==> config.mk <==
export PLATFORM = sky130hd
export DESIGN_NAME = ght_ctrl
export DESIGN_NICKNAME = d
export VERILOG_FILES = /design/src/rtl/core/ght_pkg.sv /design/src/rtl/core/ght_ctrl.sv
export SDC_FILE = /design/constraint.sdc
export NUM_CORES = 1
export LEC_CHECK = 0
export BUFFER_PORTS_ARGS = -buffer_cell sky130_fd_sc_hd__buf_4
export CAP_MARGIN = 20
export CORE_AREA = 3 3 40 42
export CTS_BUF_LIST = sky130_fd_sc_hd__clkbuf_4
export DETAILED_ROUTE_END_ITERATION = 12
export DIE_AREA = 0 0 43 45
export PLACE_DENSITY_LB_ADDON = 0.1
export SLEW_MARGIN = 20
export SYNTH_ARGS = -nofsm -noshare
export SYNTH_HDL_FRONTEND = slang
export SYNTH_SLANG_ARGS = --single-unit
==> constraint.sdc <==
create_clock -name clk -period 2.55 [get_ports clk]
set_input_delay 0.1275 -clock clk [delete_from_list [all_inputs] [get_ports clk]]
set_output_delay 0.1275 -clock clk [all_outputs]
set_load 0.005 [all_outputs]
==> src/rtl/core/ght_pkg.sv <==
// package for the generational handle table: codes, widths and controller states
`timescale 1ns / 1ps
package ght_pkg;
  localparam int SLOT_COUNT_DEF = 1024;
  localparam logic [6:0] REUSE_MASK = 7'h7F;

  typedef enum logic [2:0] {
    OP_ALLOC  = 3'd0,
    OP_FREE   = 3'd1,
    OP_TYPED  = 3'd2,
    OP_ANY    = 3'd3,
    OP_VALID  = 3'd4
  } op_t;

  typedef enum logic [2:0] {
    ST_OK     = 3'd0,
    ST_FULL   = 3'd1,
    ST_RANGE  = 3'd2,
    ST_UNUSED = 3'd3,
    ST_TYPE   = 3'd4,
    ST_STALE  = 3'd5,
    ST_STOCK  = 3'd6
  } status_t;

  typedef enum logic [2:0] {
    S_CLEAR,
    S_IDLE,
    S_SCAN,
    S_READ,
    S_EXEC,
    S_DONE
  } state_t;

  typedef struct packed {
    logic clear_step;
    logic latch;
    logic scan_step;
    logic read_req;
    logic exec;
    logic done;
  } cmd_t;

  typedef struct packed {
    logic clear_last;
    logic scan_found;
    logic scan_end;
    logic need_scan;
    logic need_read;
  } stat_t;
endpackage

==> src/rtl/core/ght_ctrl.sv <==
// controller state machine for the handle table
`timescale 1ns / 1ps
module ght_ctrl (
  input  logic           clk,
  input  logic           rst,
  input  logic           start,
  output logic           busy,
  input  ght_pkg::stat_t st,
  output ght_pkg::cmd_t  cmd
);
  ght_pkg::state_t state, state_next;

  always_ff @(posedge clk) begin
    if (rst) state <= ght_pkg::S_CLEAR;
    else state <= state_next;
  end

  always_comb begin
    state_next = state;
    case (state)
      ght_pkg::S_CLEAR: if (st.clear_last) state_next = ght_pkg::S_IDLE;
      ght_pkg::S_IDLE: if (start) state_next = ght_pkg::S_SCAN;
      ght_pkg::S_SCAN: begin
        if (!st.need_scan) state_next = st.need_read ? ght_pkg::S_READ : ght_pkg::S_EXEC;
        else if (st.scan_found) state_next = ght_pkg::S_READ;
        else if (st.scan_end) state_next = ght_pkg::S_EXEC;
      end
      ght_pkg::S_READ: state_next = ght_pkg::S_EXEC;
      ght_pkg::S_EXEC: state_next = ght_pkg::S_DONE;
      ght_pkg::S_DONE: state_next = ght_pkg::S_IDLE;
      default: state_next = ght_pkg::S_IDLE;
    endcase
  end

  always_comb begin
    cmd = '0;
    busy = 1'b1;
    case (state)
      ght_pkg::S_CLEAR: cmd.clear_step = 1'b1;
      ght_pkg::S_IDLE: begin
        busy = 1'b0;
        cmd.latch = start;
      end
      ght_pkg::S_SCAN: cmd.scan_step = st.need_scan;
      ght_pkg::S_READ: cmd.read_req = 1'b1;
      ght_pkg::S_EXEC: cmd.exec = 1'b1;
      ght_pkg::S_DONE: cmd.done = 1'b1;
      default: busy = 1'b1;
    endcase
  end
endmodule

# Yosys cells after proc, flatten, opt, wreduce, memory -nomap -nowiden
# Index checks and enable logic that the tools add are counted.
[word_totals]
reg_bits = 3
in_bits = 8
word_cells = 25
[classes]
n_eq_ne = 8
muxes = 14
reduce_logical = 2
[op_table]
columns = ["cell", "count"]
rows = [
  ["$mux 3", 6],
  ["$pmux 3 s5", 1],
  ["$mux 1", 7],
  ["$eq 3x2->1 const B", 2],
  ["$eq 3x3->1 const B", 2],
  ["$ne 2x2->1 const B", 2],
  ["$ne 4x4->1 const B", 1],
  ["$eq 3x1->1 const B", 1],
  ["$logic_not 3->1", 1],
  ["$reduce_and 3->1", 1],
]

# Logic depth before layout (Yosys ltp)
# Gate-level depths: netlist of the first run.
[depth]
depth_word = 4
depth_mapped = 4

# Worst setup path before layout of the first run
# No wires, ideal clock.
[synth_timing]
path_kind = "reg-to-reg"
startpoint = "reg state[2]"
endpoint = "reg state[1]"
setup_ns = 0.120
arrival_time_ns = 1.079
required_ns = 2.430
setup_slack_ns = 1.351
path_stages_with_launch = 5
n_path_buf = 1
cell_sequence = "dfxtp_1 -> buf_6 -> and4bb_1 -> nor3b_2 -> o31a_1"
[synth_between]
elab_chain_cells = 3
[synth_rtl]
columns = ["element", "line", "source"]
rows = [
  ["from (decl)", "ght_ctrl.sv:11", "ght_pkg::state_t state, state_next;"],
  ["from (signal assigned)", "ght_ctrl.sv:14", "if (rst) state <= ght_pkg::S_CLEAR;"],
  ["from (signal assigned)", "ght_ctrl.sv:15", "else state <= state_next;"],
  ["$eq 3x2->1, or another cell as far along", "ght_ctrl.sv:20", "case (state)"],
  ["$ne 4x4->1 (no line) / $ne 2x2->1 (equally long branches)", "--", ""],
  ["$reduce_and 3->1 (no line)", "--", ""],
]
# Parallel ways exist; a longest one is shown, timed or not.
# A chain may end at the register's enable or synchronous reset.

==> results by group, run 1 <==
Synth
  • Synth top area share: 0.2143
  • Post-Syn Nets: 38
  • Top post-synthesis cells by area: dfxtp_1 (21%), nor4b_4 (8.5%), buf_6 (8.0%), a2111oi_2 (5.4%), nor3b_1 (5.4%)
  • Synth Area in XOR/XNOR: 0
  • Top-count cell post-synth: dfxtp_1
  • Main synth FF type: dfxtp_1
  • Sequential-to-total area share from yosys stat: 0.2143
  • Synthesis-stage register bit count: 3
  • Post-synthesis mux area share: 0.03571
  • Cell taking the most area after synthesis: dfxtp_1
  • Post-Synth Adder-Cell Area: 0
  • Distinct cells, synth: 23
  • Synthesized area per cell: ~9.3 µm²
  • Async S/R FF share, synth: 0
  • Post-Syn Area: 280.3 µm²
  • Cells after synthesis: 30
  • Yosys warnings: 0
  • Largest family of logic cells by synthesized area: simple AND/OR/NAND/NOR gates
  • Post-synth EDFFs: 0
  • Compound-gate portion of the synthesized area: 0.1563
  • Synth Area in Simple Gates: 0.4598

Cells and area
  • Max FFs per register: 3
  • # nets final: 54
  • FILL cells: 151
  • Top Registers: state: 3 flops
  • Share of layout cells above drive strength 1: 0.5111
  • # diodes: 0
  • Biggest register: state
  • Area grow syn2layout: 44.20%
  • Fin cells: 60

Floorplan
  • Area of the core: roughly 1300 µm²
  • Die Ht: between 40 and 50 µm
  • Die area: 1935 µm²
  • Die Span X: 43 µm
  • Rows: 13
  • Io pins: 15
  • Initial cell density of the core: 0.2181

Critical path
  • Crit Reg-Reg Startpoint: state[2]
  • Slowest stage delay, CP: around 0.48 ns
  • R2R setup slack: 1.19 ns
  • Worst reg2reg endpoint: state[1]
  • Worst endpoint required time: between 2 and 2.5 ns
  • Worst Setup Start Kind: flop
  • Critical path startpoint: state[0]
  • Crit path DAT: 1.32 ns
  • Critical Path Stages: 3
  • Slowest cell on crit path: dfxtp_1
  • Bufs and invs on worst path: 1
  • Crit end category: output port
  • Critical path peak fanout: 11
  • Worst-path cell chain: nor3b_1, and2_1, buf_4
  • Critical path class: reg2out
  • Crit path capture: cmd[4]
  • Worst r2r path cells: 3
  • CP top delay family: simple AND/OR/NAND/NOR gates

Routing
  • Final wirelength: 651 µm
  • DR iter-0 viols: 0
  • Wire per inst: 10.85 µm
  • Via density: between 4 and 5
  • Met3 Wirelength: 57 µm
  • Routed Antenna Nets: 0
  • DR pass1 iterations: 1
  • Max layer used: met3
  • Vias: 264
  • Routed wl met2: 296 µm
  • DRC violations left: 0
  • WL met1: 298 µm

Clock tree
  • CTS sink cnt: 3
  • Hold_buf cts: 0
  • Clock buffer depth: 2
  • Resize count post-CTS: 0
  • Worst-Skew Late Latency: 0.23 ns
  • Setup bufs post-CTS: 0
  • Clock transition at path regs: around 0.04 ns
  • H-tree Lvls: 1
  • CTS tree: built
  • CTS root buffer: clkbuf_4
  • CTS Buf Count: 3

Power and ir drop
  • Clock group share of total power: 0.435
  • Switch share: 0.2618
  • Pint: 157.1 µW
  • Maximum resistive drop on vdd: roughly 0.23 mV
  • Design Power: 212.8 µW
  • Pwr per Cell Area: 526.6 nW/µm²
  • Switch Pwr: 55.72 µW
  • Flop pwr share: 0.292
  • Combinational share of power: 0.273
  • Standby leakage power: 0.0001883 µW

Hold path
  • Hold Crit Class: in2reg

Timing
  • Hold slack: 0.08655 ns
  • Hold Fails Final Rpt: 0
  • Final setup vio count: 0
  • Final worst clock skew: 0.001213 ns
  • Worst-Margin Slew: 0.5328 ns
  • Final setup TNS: 0 ns
  • Period utilisation layout: 0.5686
  • RSZ-0062 raised after global routing: false
  • Minimum clock period: 1.450 ns
  • Max-slew violations: 0
  • Final worst setup slack: 1.100 ns
  • Rel. slew slack: 0.6415
  • Fmax: 0.6897 GHz

Place
  • Port bufs: 14
  • HPWL after DPL: roughly 530 µm
  • Cells after DPL: 56
  • GPL Wtd Cong: 0.7254
  • Pre-CTS setup slack: ~1.2 ns

Global routing
  • Remaining Overflow, GRT: 0
  • Vias in the first global route: 260
  • First-pass GRT wire length: 1124 µm
  • Antenna violations before repair: 0
  • Overall global routing resource usage: 0.07910
  • Largest net degree at the start of global routing: 12

Outcome
  • Outcome: completed

Run
  • Max-cap violations: 0
-- how the worst min path moves through the flow --
stage          from  endpoint  slack [ns]  depth (start not counted)
2_1_floorplan   rst  state[0]        0.21                          1
3_3_place_gp    rst  state[0]        0.32                          2
3_5_place_dp    rst  state[0]        0.32                          2
4_1_cts         rst  state[0]        0.07                          2
5_1_grt         rst  state[0]        0.08                          2
6_report        rst  state[0]        0.09                          2
-- worst reg2reg max path, cell delays in order (launching register included) --
cell and delay (ns):
dfxtp_1 0.53, and4bb_1 0.27, nor3b_2 0.19, o31a_1 0.27
-- logic make-up (layout without fill, tap and decap cells) --
logic type,count (synthesis),after routing
simple gates,16,16
compound gates,5,5
buf+inv,5,20
flops,3,3
mux,1,1
-- power groups by stage --
stage	clock, µW	combinational [µW]	sequential, µW
floorplan	0	46.2	53.6
global placement	0	59.0	62.8
detailed placement	0	59.1	62.7
CTS	98.8	59.4	61.9
global route	104	64.3	63.4
finish	92.6	58.1	62.1
-- cell type report --
cell class / count / area, µm² / share of cell area
tap: 15 / 18.77 / 0.04644
timing repair buffer: 14 / 105.1 / 0.2601
clock buffer: 4 / 30.03 / 0.07430
inverter: 2 / 7.507 / 0.01858
multi-input combinational: 22 / 182.7 / 0.4520
sequential: 3 / 60.06 / 0.1486
-- per-layer routing --
layer / global-route usage / up-vias
met5: 0 / -
met1: 0.09398 / 113
met4: 0.01807 / 0
li1: - / 140
met3: 0.04781 / 0
met2: 0.1228 / 11
-- placed cells by master, fill, tap and decap left out, drive strengths merged, types with 2 or more instances in the layout --
cell and instances:
and2 2, buf 14, clkbuf 4, dfxtp 3
inv 2, nor2 2, nor3 2, nor3b 3
-- stage by stage --
| stage | instance area [µm²] | utilization |
|---|---|---|
| 2_1_floorplan | 280.3 | - |
| 3_3_place_gp | 374.1 | 0.2911 |
| 3_5_place_dp | 374.1 | 0.2911 |
| 4_1_cts | 404.1 | 0.3145 |
| 5_1_grt | 404.1 | 0.3145 |
| 6_report | 404.1 | 0.3145 |
Power figures use the tool's default switching activity.
==> inputs of run 2 (changes only) <==
ABC_AREA = 1   (was unset)
clock period = 1.2 ns   (was 2.55 ns; I/O delays follow)
==> run 2 against run 1 <==
Compared with the run above:
- sequential share of layout area down 0.45 points
- first-iteration DRC count up 5
- sequential cell count unchanged
- clock power up 110%
- non-clock buffer count up 1
- largest cell class unchanged
- sequential power rose to 2.9 times the previous value
- final area up 7.4%
- clock skew down 0.0010 ns
- hold slack better by 0.13 ns
- combinational power rose to 7.2 times the previous value
==> results by group, run 2 <==
Floorplan
  • Die area: 1935 µm² (unchanged)
  • Area of the core: 1285 µm² (unchanged)
  • Die Ht: 45 µm (unchanged)
  • Initial cell density of the core: 0.2045 (-0.01363)
  • Rows: 13 (unchanged)
  • Die Span X: 43 µm (unchanged)
  • Io pins: 15 (unchanged)

Routing
  • Final wirelength: 712 µm (+9.4%)
  • DRC violations left: 0 (unchanged)
  • Routed Antenna Nets: 0 (unchanged)
  • DR pass1 iterations: 4 (+3)
  • Wire per inst: 8.376 µm (-23%)
  • Vias: 349 (+32%)
  • DR iter-0 viols: 5 (+5)
  • Via density: 4.106 (-6.7%)

Critical path
  • Critical path startpoint: state[0]
  • Slowest stage delay, CP: 0.36 ns (-0.12 ns)
  • Worst endpoint required time: 1.14 ns (-1.28 ns)
  • Worst reg2reg endpoint: state[0]
  • Slowest cell on crit path: dfxtp_2
  • R2R setup slack: 0.15 ns (-1.04 ns)
  • Crit path capture: cmd[4]
  • Crit path DAT: 1.06 ns (-0.26 ns)
  • Worst r2r path cells: 7 (+4)
  • Crit end category: output port
  • Critical path peak fanout: 5 (-6)
  • Worst-path cell chain: inv_2, nor2_2, nand2_2, nor2_1, buf_4
  • Critical path class: reg2out
  • Crit Reg-Reg Startpoint: state[2]
  • Worst Setup Start Kind: flop

Clock tree
  • CTS sink cnt: 3 (unchanged)
  • CTS tree: built
  • H-tree Lvls: 1 (unchanged)
  • Clock transition at path regs: 0.04 ns (about the same)
  • Worst-Skew Late Latency: 0.23 ns (about the same)
  • Setup bufs post-CTS: 0 (unchanged)
  • CTS root buffer: clkbuf_4
  • CTS Buf Count: 3 (unchanged)
  • Clock buffer depth: 2 (unchanged)

Cells and area
  • Area grow syn2layout: 65.24%
  • # diodes: 0 (unchanged)
  • Fin cells: 85 (+42%)
  • Share of layout cells above drive strength 1: 0.3571 (-0.1540)
  • Commonest non-fill, non-tap cell in the layout: buf_4
  • Biggest register: state
  • Top Registers: state: 3 flops
  • Commonest cells after routing, fill and taps aside: buf_4 (14), nor2_1 (13), nand2_1 (12)
  • Post-Route Utilization: 0.3379 (+0.02337)
  • # nets final: 79 (+46%)
  • Max FFs per register: 3 (unchanged)

Synth
  • Synthesis-stage register bit count: 3 (unchanged)
  • Main synth FF type: dfxtp_1
  • Yosys warnings: 0 (unchanged)
  • Distinct cells, synth: 10 (-57%)
  • Top-count cell post-synth: nor2_1
  • Cell taking the most area after synthesis: dfxtp_1
  • Top post-synthesis cells by area: dfxtp_1 (23%), nor2_1 (20%), nand2_1 (19%), nand3_1 (9.5%), inv_1 (8.6%)
  • Sequential-to-total area share from yosys stat: 0.2286 (+0.01429)
  • Async S/R FF share, synth: 0 (unchanged)
  • Post-Syn Nets: 59 (+55%)
  • Post-synth EDFFs: 0 (unchanged)
  • Synth top area share: 0.2286 (+0.01429)
  • Synth cell count leaders: nor2_1 (14), nand2_1 (13), inv_1 (6)
  • Post-Syn Area: 262.8 µm² (-6.3%)
  • Synthesized area per cell: 5.152 µm² (-45%)
  • Cells after synthesis: 51 (+70%)

Global routing
  • First-pass GRT wire length: 1193 µm (+6.1%)
  • Largest net degree at the start of global routing: 7 (-5)
  • Antenna violations before repair: 0 (unchanged)
  • Remaining Overflow, GRT: 0 (unchanged)
  • Vias in the first global route: 313 (+20%)
  • Overall global routing resource usage: 0.08140 (+0.002295)

Place
  • HPWL after DPL: 610.1 µm (+15%)
  • GPL Wtd Cong: 0.7249 (about the same)
  • Cells after DPL: 80 (+43%)
  • Port bufs: 14 (unchanged)

Timing
  • Hold Fails Final Rpt: 0 (unchanged)
  • Final setup TNS: 0 ns (unchanged)
  • Final worst clock skew: 0.0001674 ns (-0.001045 ns)
  • RSZ-0062 raised after global routing: true
  • Rel. slew slack: 0.8849 (+0.2434)
  • Max-slew violations: 0 (unchanged)
  • Fmax: 0.8900 GHz
  • Minimum clock period: ~1.1 ns
  • Worst-Margin Slew: 0.1713 ns (-0.3615 ns)
  • Final setup vio count: 0 (unchanged)
  • Period utilisation layout: 0.9363

Run
  • Max-cap violations: 0 (unchanged)

Power and ir drop
  • Standby leakage power: 0.0002368 µW (+26%)
  • Maximum resistive drop on vdd: 0.7292 mV (+210%)
  • Pwr per Cell Area: 1830 nW/µm² (+250%)

Hold path
  • Hold Crit Class: in2reg
  • Hold_sp: st[2]

Outcome
  • Outcome: completed
## run 2: worst min path at each step
stage / to / slack [ns] / cells past startpoint
4_1_cts: state[2] / 0.001 / 2
3_3_place_gp: state[2] / 0.24 / 2
2_1_floorplan: state[2] / 0.13 / 1
3_5_place_dp: state[2] / 0.24 / 2
6_report: state[0] / 0.22 / 5
5_1_grt: state[0] / 0.25 / 5
## run 2: area by class of cell
type | instances | area (µm²)
inverters | 8 | 30.03
repair buffers | 15 | 115.1
multi-input cells | 40 | 177.7
fillers | 157 | 850.8
well taps | 15 | 18.77
flip-flops and latches | 3 | 62.56
clock buffers | 4 | 30.03
## run 2: worst max-delay path: cells and delay by family, from the launching register on
kind,cells,cell delay (ns)
DFF,1,0.36
buffers and inverters,2,0.19
and+or+nand+nor,3,0.28
## run 2: metrics by stage
step           total power (µW)  area [µm²]  hold WS, ns  worst slack (ns)
3_5_place_dp              581.7       386.6       0.2431            0.1535
5_1_grt                   887.1       434.2       0.2498          -0.01037
4_1_cts                   789.8       417.9     0.001106           0.01321
2_1_floorplan             420.6       262.8       0.1315            0.2628
6_report                  794.5       434.2       0.2214           0.07643
3_3_place_gp              596.4       386.6       0.2379           0.09262
## run 2: layer usage
metal | routed length [µm] | GRT usage | vias to the layer above
met3 | 42 | 0.02390 | 0
met5 | 0 | 0 | -
li1 | - | - | 196
met4 | 0 | 0.03614 | 0
met2 | 329 | 0.1317 | 10
met1 | 340 | 0.1005 | 143
## run 2: power breakdown
group | switching (µW) | total, µW | internal, µW
clock network | 48.9 | 196 | 147
registers | 43.6 | 182 | 138
logic | 224 | 417 | 193
total | 317 | 795 | 478
## run 2: kinds of logic (layout without fill, tap and decap cells)
logic type      count (synthesis)  count (layout)  share of synthesized area
buf+inv                         8              27                     0.1143
flops                           3               3                     0.2286
simple gates                   37              37                     0.6000
compound gates                  3               3                    0.05713
## run 2: repair_timing
action,in CTS,in global routing
pin swaps,0,1
cloned,0,0
resized for setup,1,3
endpoints found under the setup margin,1,1
hold buffers,0,1
hold endpoints to repair,0,1
==> inputs of run 3 (changes only) <==
ABC_AREA = 0   (was 1)
==> run 3 against run 2 <==
Compared with the run above:
- the run now ends with negative setup slack left
- non-clock buffer count grew 11
- first-iteration DRC count is the same
- via count shrank 4.9%
- core utilization grew 9.3 points
- die area is the same
- wire length grew 15%
- sequential power shrank 30%
- register-to-register slack lost 0.14 ns
- fmax shrank 11%
- final area grew 27%
- worst setup slack lost 0.15 ns
- critical path type unchanged
- largest power group unchanged
==> results by group, run 3 (synthesized netlist as in run 1, its figures left out) <==
Outcome
  • Outcome: finished with violations
  • Failing checks: negative setup slack

Place
  • Port bufs: 14 (unchanged)
  • HPWL after DPL: 608.7 µm (-0.23%)
  • Placed instance area: 426.7 µm² (+10%)
  • GPL Wtd Cong: 0.8181 (+13%)

Global routing
  • Overall global routing resource usage: 0.09144 (+0.01004)
  • First-pass GRT wire length: 1297 µm (+8.7%)
  • Remaining Overflow, GRT: 0 (unchanged)
  • Antenna violations before repair: 0 (unchanged)
  • Vias in the first global route: 301 (-3.8%)
  • Largest net degree at the start of global routing: 9 (+2)

Cells and area
  • Design area: 553.0 µm² (+27%)
  • Area taken by multi-input logic gates: 211.5 µm² (+19%)
  • FILL cells: 134 (-15%)
  • Share of layout cells above drive strength 1: 0.7368 (+0.3797)
  • Seq. cell area: 68.82 µm² (+10%)
  • Commonest non-fill, non-tap cell in the layout: buf_4
  • Commonest cells after routing, fill and taps aside: buf_4 (20), buf_6 (5), clkbuf_4 (4)
  • Max FFs per register: 3 (unchanged)
  • # diodes: 0 (unchanged)
  • Top Registers: state: 3 flops
  • Post-Route Utilization: 0.4304 (+0.09250)
  • Area grow syn2layout: 97.32%
  • Biggest register: state
  • # nets final: 66 (-16%)

Routing
  • Final wirelength: 816 µm (+15%)
  • DR iter-0 viols: 5 (unchanged)
  • DRC violations left: 0 (unchanged)
  • Vias: 332 (-4.9%)
  • Via density: 4.611 (+12%)
  • DR pass1 iterations: 2 (-2)
  • Routed Antenna Nets: 0 (unchanged)
  • Wire per inst: 11.33 µm (+35%)

Timing
  • Hold Fails Final Rpt: 0 (unchanged)
  • Rel. slew slack: 0.7110 (-0.1739)
  • Minimum clock period: 1.269 ns (+0.1456 ns)
  • Final setup vio count: 4 (+4)
  • Final worst clock skew: 0.001807 ns (+0.001639 ns)
  • Final worst setup slack: -0.06916 ns (-0.1456 ns)
  • Fmax: 0.7879 GHz (-11%)
  • RSZ-0062 raised after global routing: true
  • Worst-Margin Slew: 0.4295 ns (+0.2582 ns)
  • Max-slew violations: 0 (unchanged)
  • Period utilisation layout: 1.058 (+0.1213)

Critical path
  • Critical path peak fanout: 6 (+1)
  • Crit Reg-Reg Startpoint: state[1]
  • Crit end category: output port
  • Slowest stage delay, CP: 0.36 ns (about the same)
  • Most numerous cell on the critical path: buf_4
  • Slowest cell on crit path: dfxtp_4
  • Worst Setup Start Kind: flop
  • Worst-path cell chain: buf_6, nor3b_2, buf_4, and2_1, buf_4
  • Bufs and invs on worst path: 3 (+1)
  • CP top delay family: flip-flops
  • Critical path startpoint: state[1]
  • Worst endpoint required time: 1.14 ns (about the same)
  • Critical path class: reg2out
  • Crit path DAT: 1.21 ns (+0.15 ns)

Power and ir drop
  • Maximum resistive drop on vdd: 0.5497 mV (-25%)
  • Design Power: 538.4 µW (-32%)
  • Pwr per Cell Area: 973.5 nW/µm² (-47%)
  • Standby leakage power: 0.0002675 µW (+13%)

Hold path
  • Hold_sp: st[2]
  • Hold Crit Class: in2reg

Run
  • Max-cap violations: 0 (unchanged)

Floorplan
  • Die area: 1935 µm² (unchanged)
  • Io pins: 15 (unchanged)
  • Initial cell density of the core: 0.2181 (+0.01363)
  • Rows: 13 (unchanged)
  • Area of the core: 1285 µm² (unchanged)
  • Die Ht: 45 µm (unchanged)
  • Die Span X: 43 µm (unchanged)

Clock tree
  • CTS Buf Count: 3 (unchanged)
  • Worst-Skew Late Latency: 0.23 ns (about the same)
  • Clock buffer depth: 2 (unchanged)
  • CTS root buffer: clkbuf_4
  • Clock transition at path regs: 0.04 ns (about the same)
  • H-tree Lvls: 1 (unchanged)
  • CTS sink cnt: 3 (unchanged)
  • CTS tree: built
-- run 3: what timing repair did --
action,in CTS,in global routing
resized for setup,10,7
pin swaps,3,3
endpoints found under the setup margin,9,8
hold buffers,1,0
buffers inserted,3,1
hold endpoints to repair,1,0
-- run 3: tightest hold or removal path, cell delays in order --
cell and delay, ns:
buf_4 0.08, nor3b_2 0.05, a211oi_1 0.15
-- run 3: per-layer routing --
layer | up-vias | wire, µm | global-route usage | share of wire
met2 | 11 | 419 | 0.1497 | 0.51
met5 | - | 0 | 0 | 0
met3 | 0 | 65 | 0.05578 | 0.080
met1 | 156 | 331 | 0.1031 | 0.41
met4 | 0 | 0 | 0.01807 | 0
li1 | 165 | - | - | -
-- run 3: cell type report --
type	instances	share of cell area
Clock buffer	4	0.05430
Inverter	2	0.01357
Multi-Input combinational cell	22	0.3824
Sequential cell	3	0.1244
Tap cell	15	0.03394
Timing Repair Buffer	26	0.3914
-- run 3: power by group --
| group | internal [µW] | total [µW] | switching (µW) | leakage (µW) |
|---|---|---|---|---|
| clock | 147 | 196 | 49.4 | 0.0000184 |
| combinational | 138 | 215 | 76.1 | 0.000223 |
| sequential | 109 | 128 | 18.1 | 0.0000264 |
-- run 3: final timing paths --
| path | slack (ns) | end | cells past startpoint |
|---|---|---|---|
| setup / recovery | -0.07 | cmd[4] | 5 |
| hold / removal | 0.17 | state[2] | 3 |
| setup reg to reg | 0.01 | state[0] | 3 |
| hold reg to reg | 0.60 | state[0] | 2 |
-- run 3: through the flow --
stage | worst slack, ns | cells | setup TNS, ns | hold slack (ns)
CTS | -0.08904 | 71 | -0.1222 | 0.1650
global route | -0.1400 | 72 | -0.7016 | 0.1797
finish | -0.06916 | 72 | -0.1206 | 0.1658
detailed placement | -0.04990 | 63 | -0.1163 | 0.2496
floorplan | 0.001241 | 30 | 0 | 0.1398
global placement | -0.05991 | 63 | -0.09565 | 0.2503
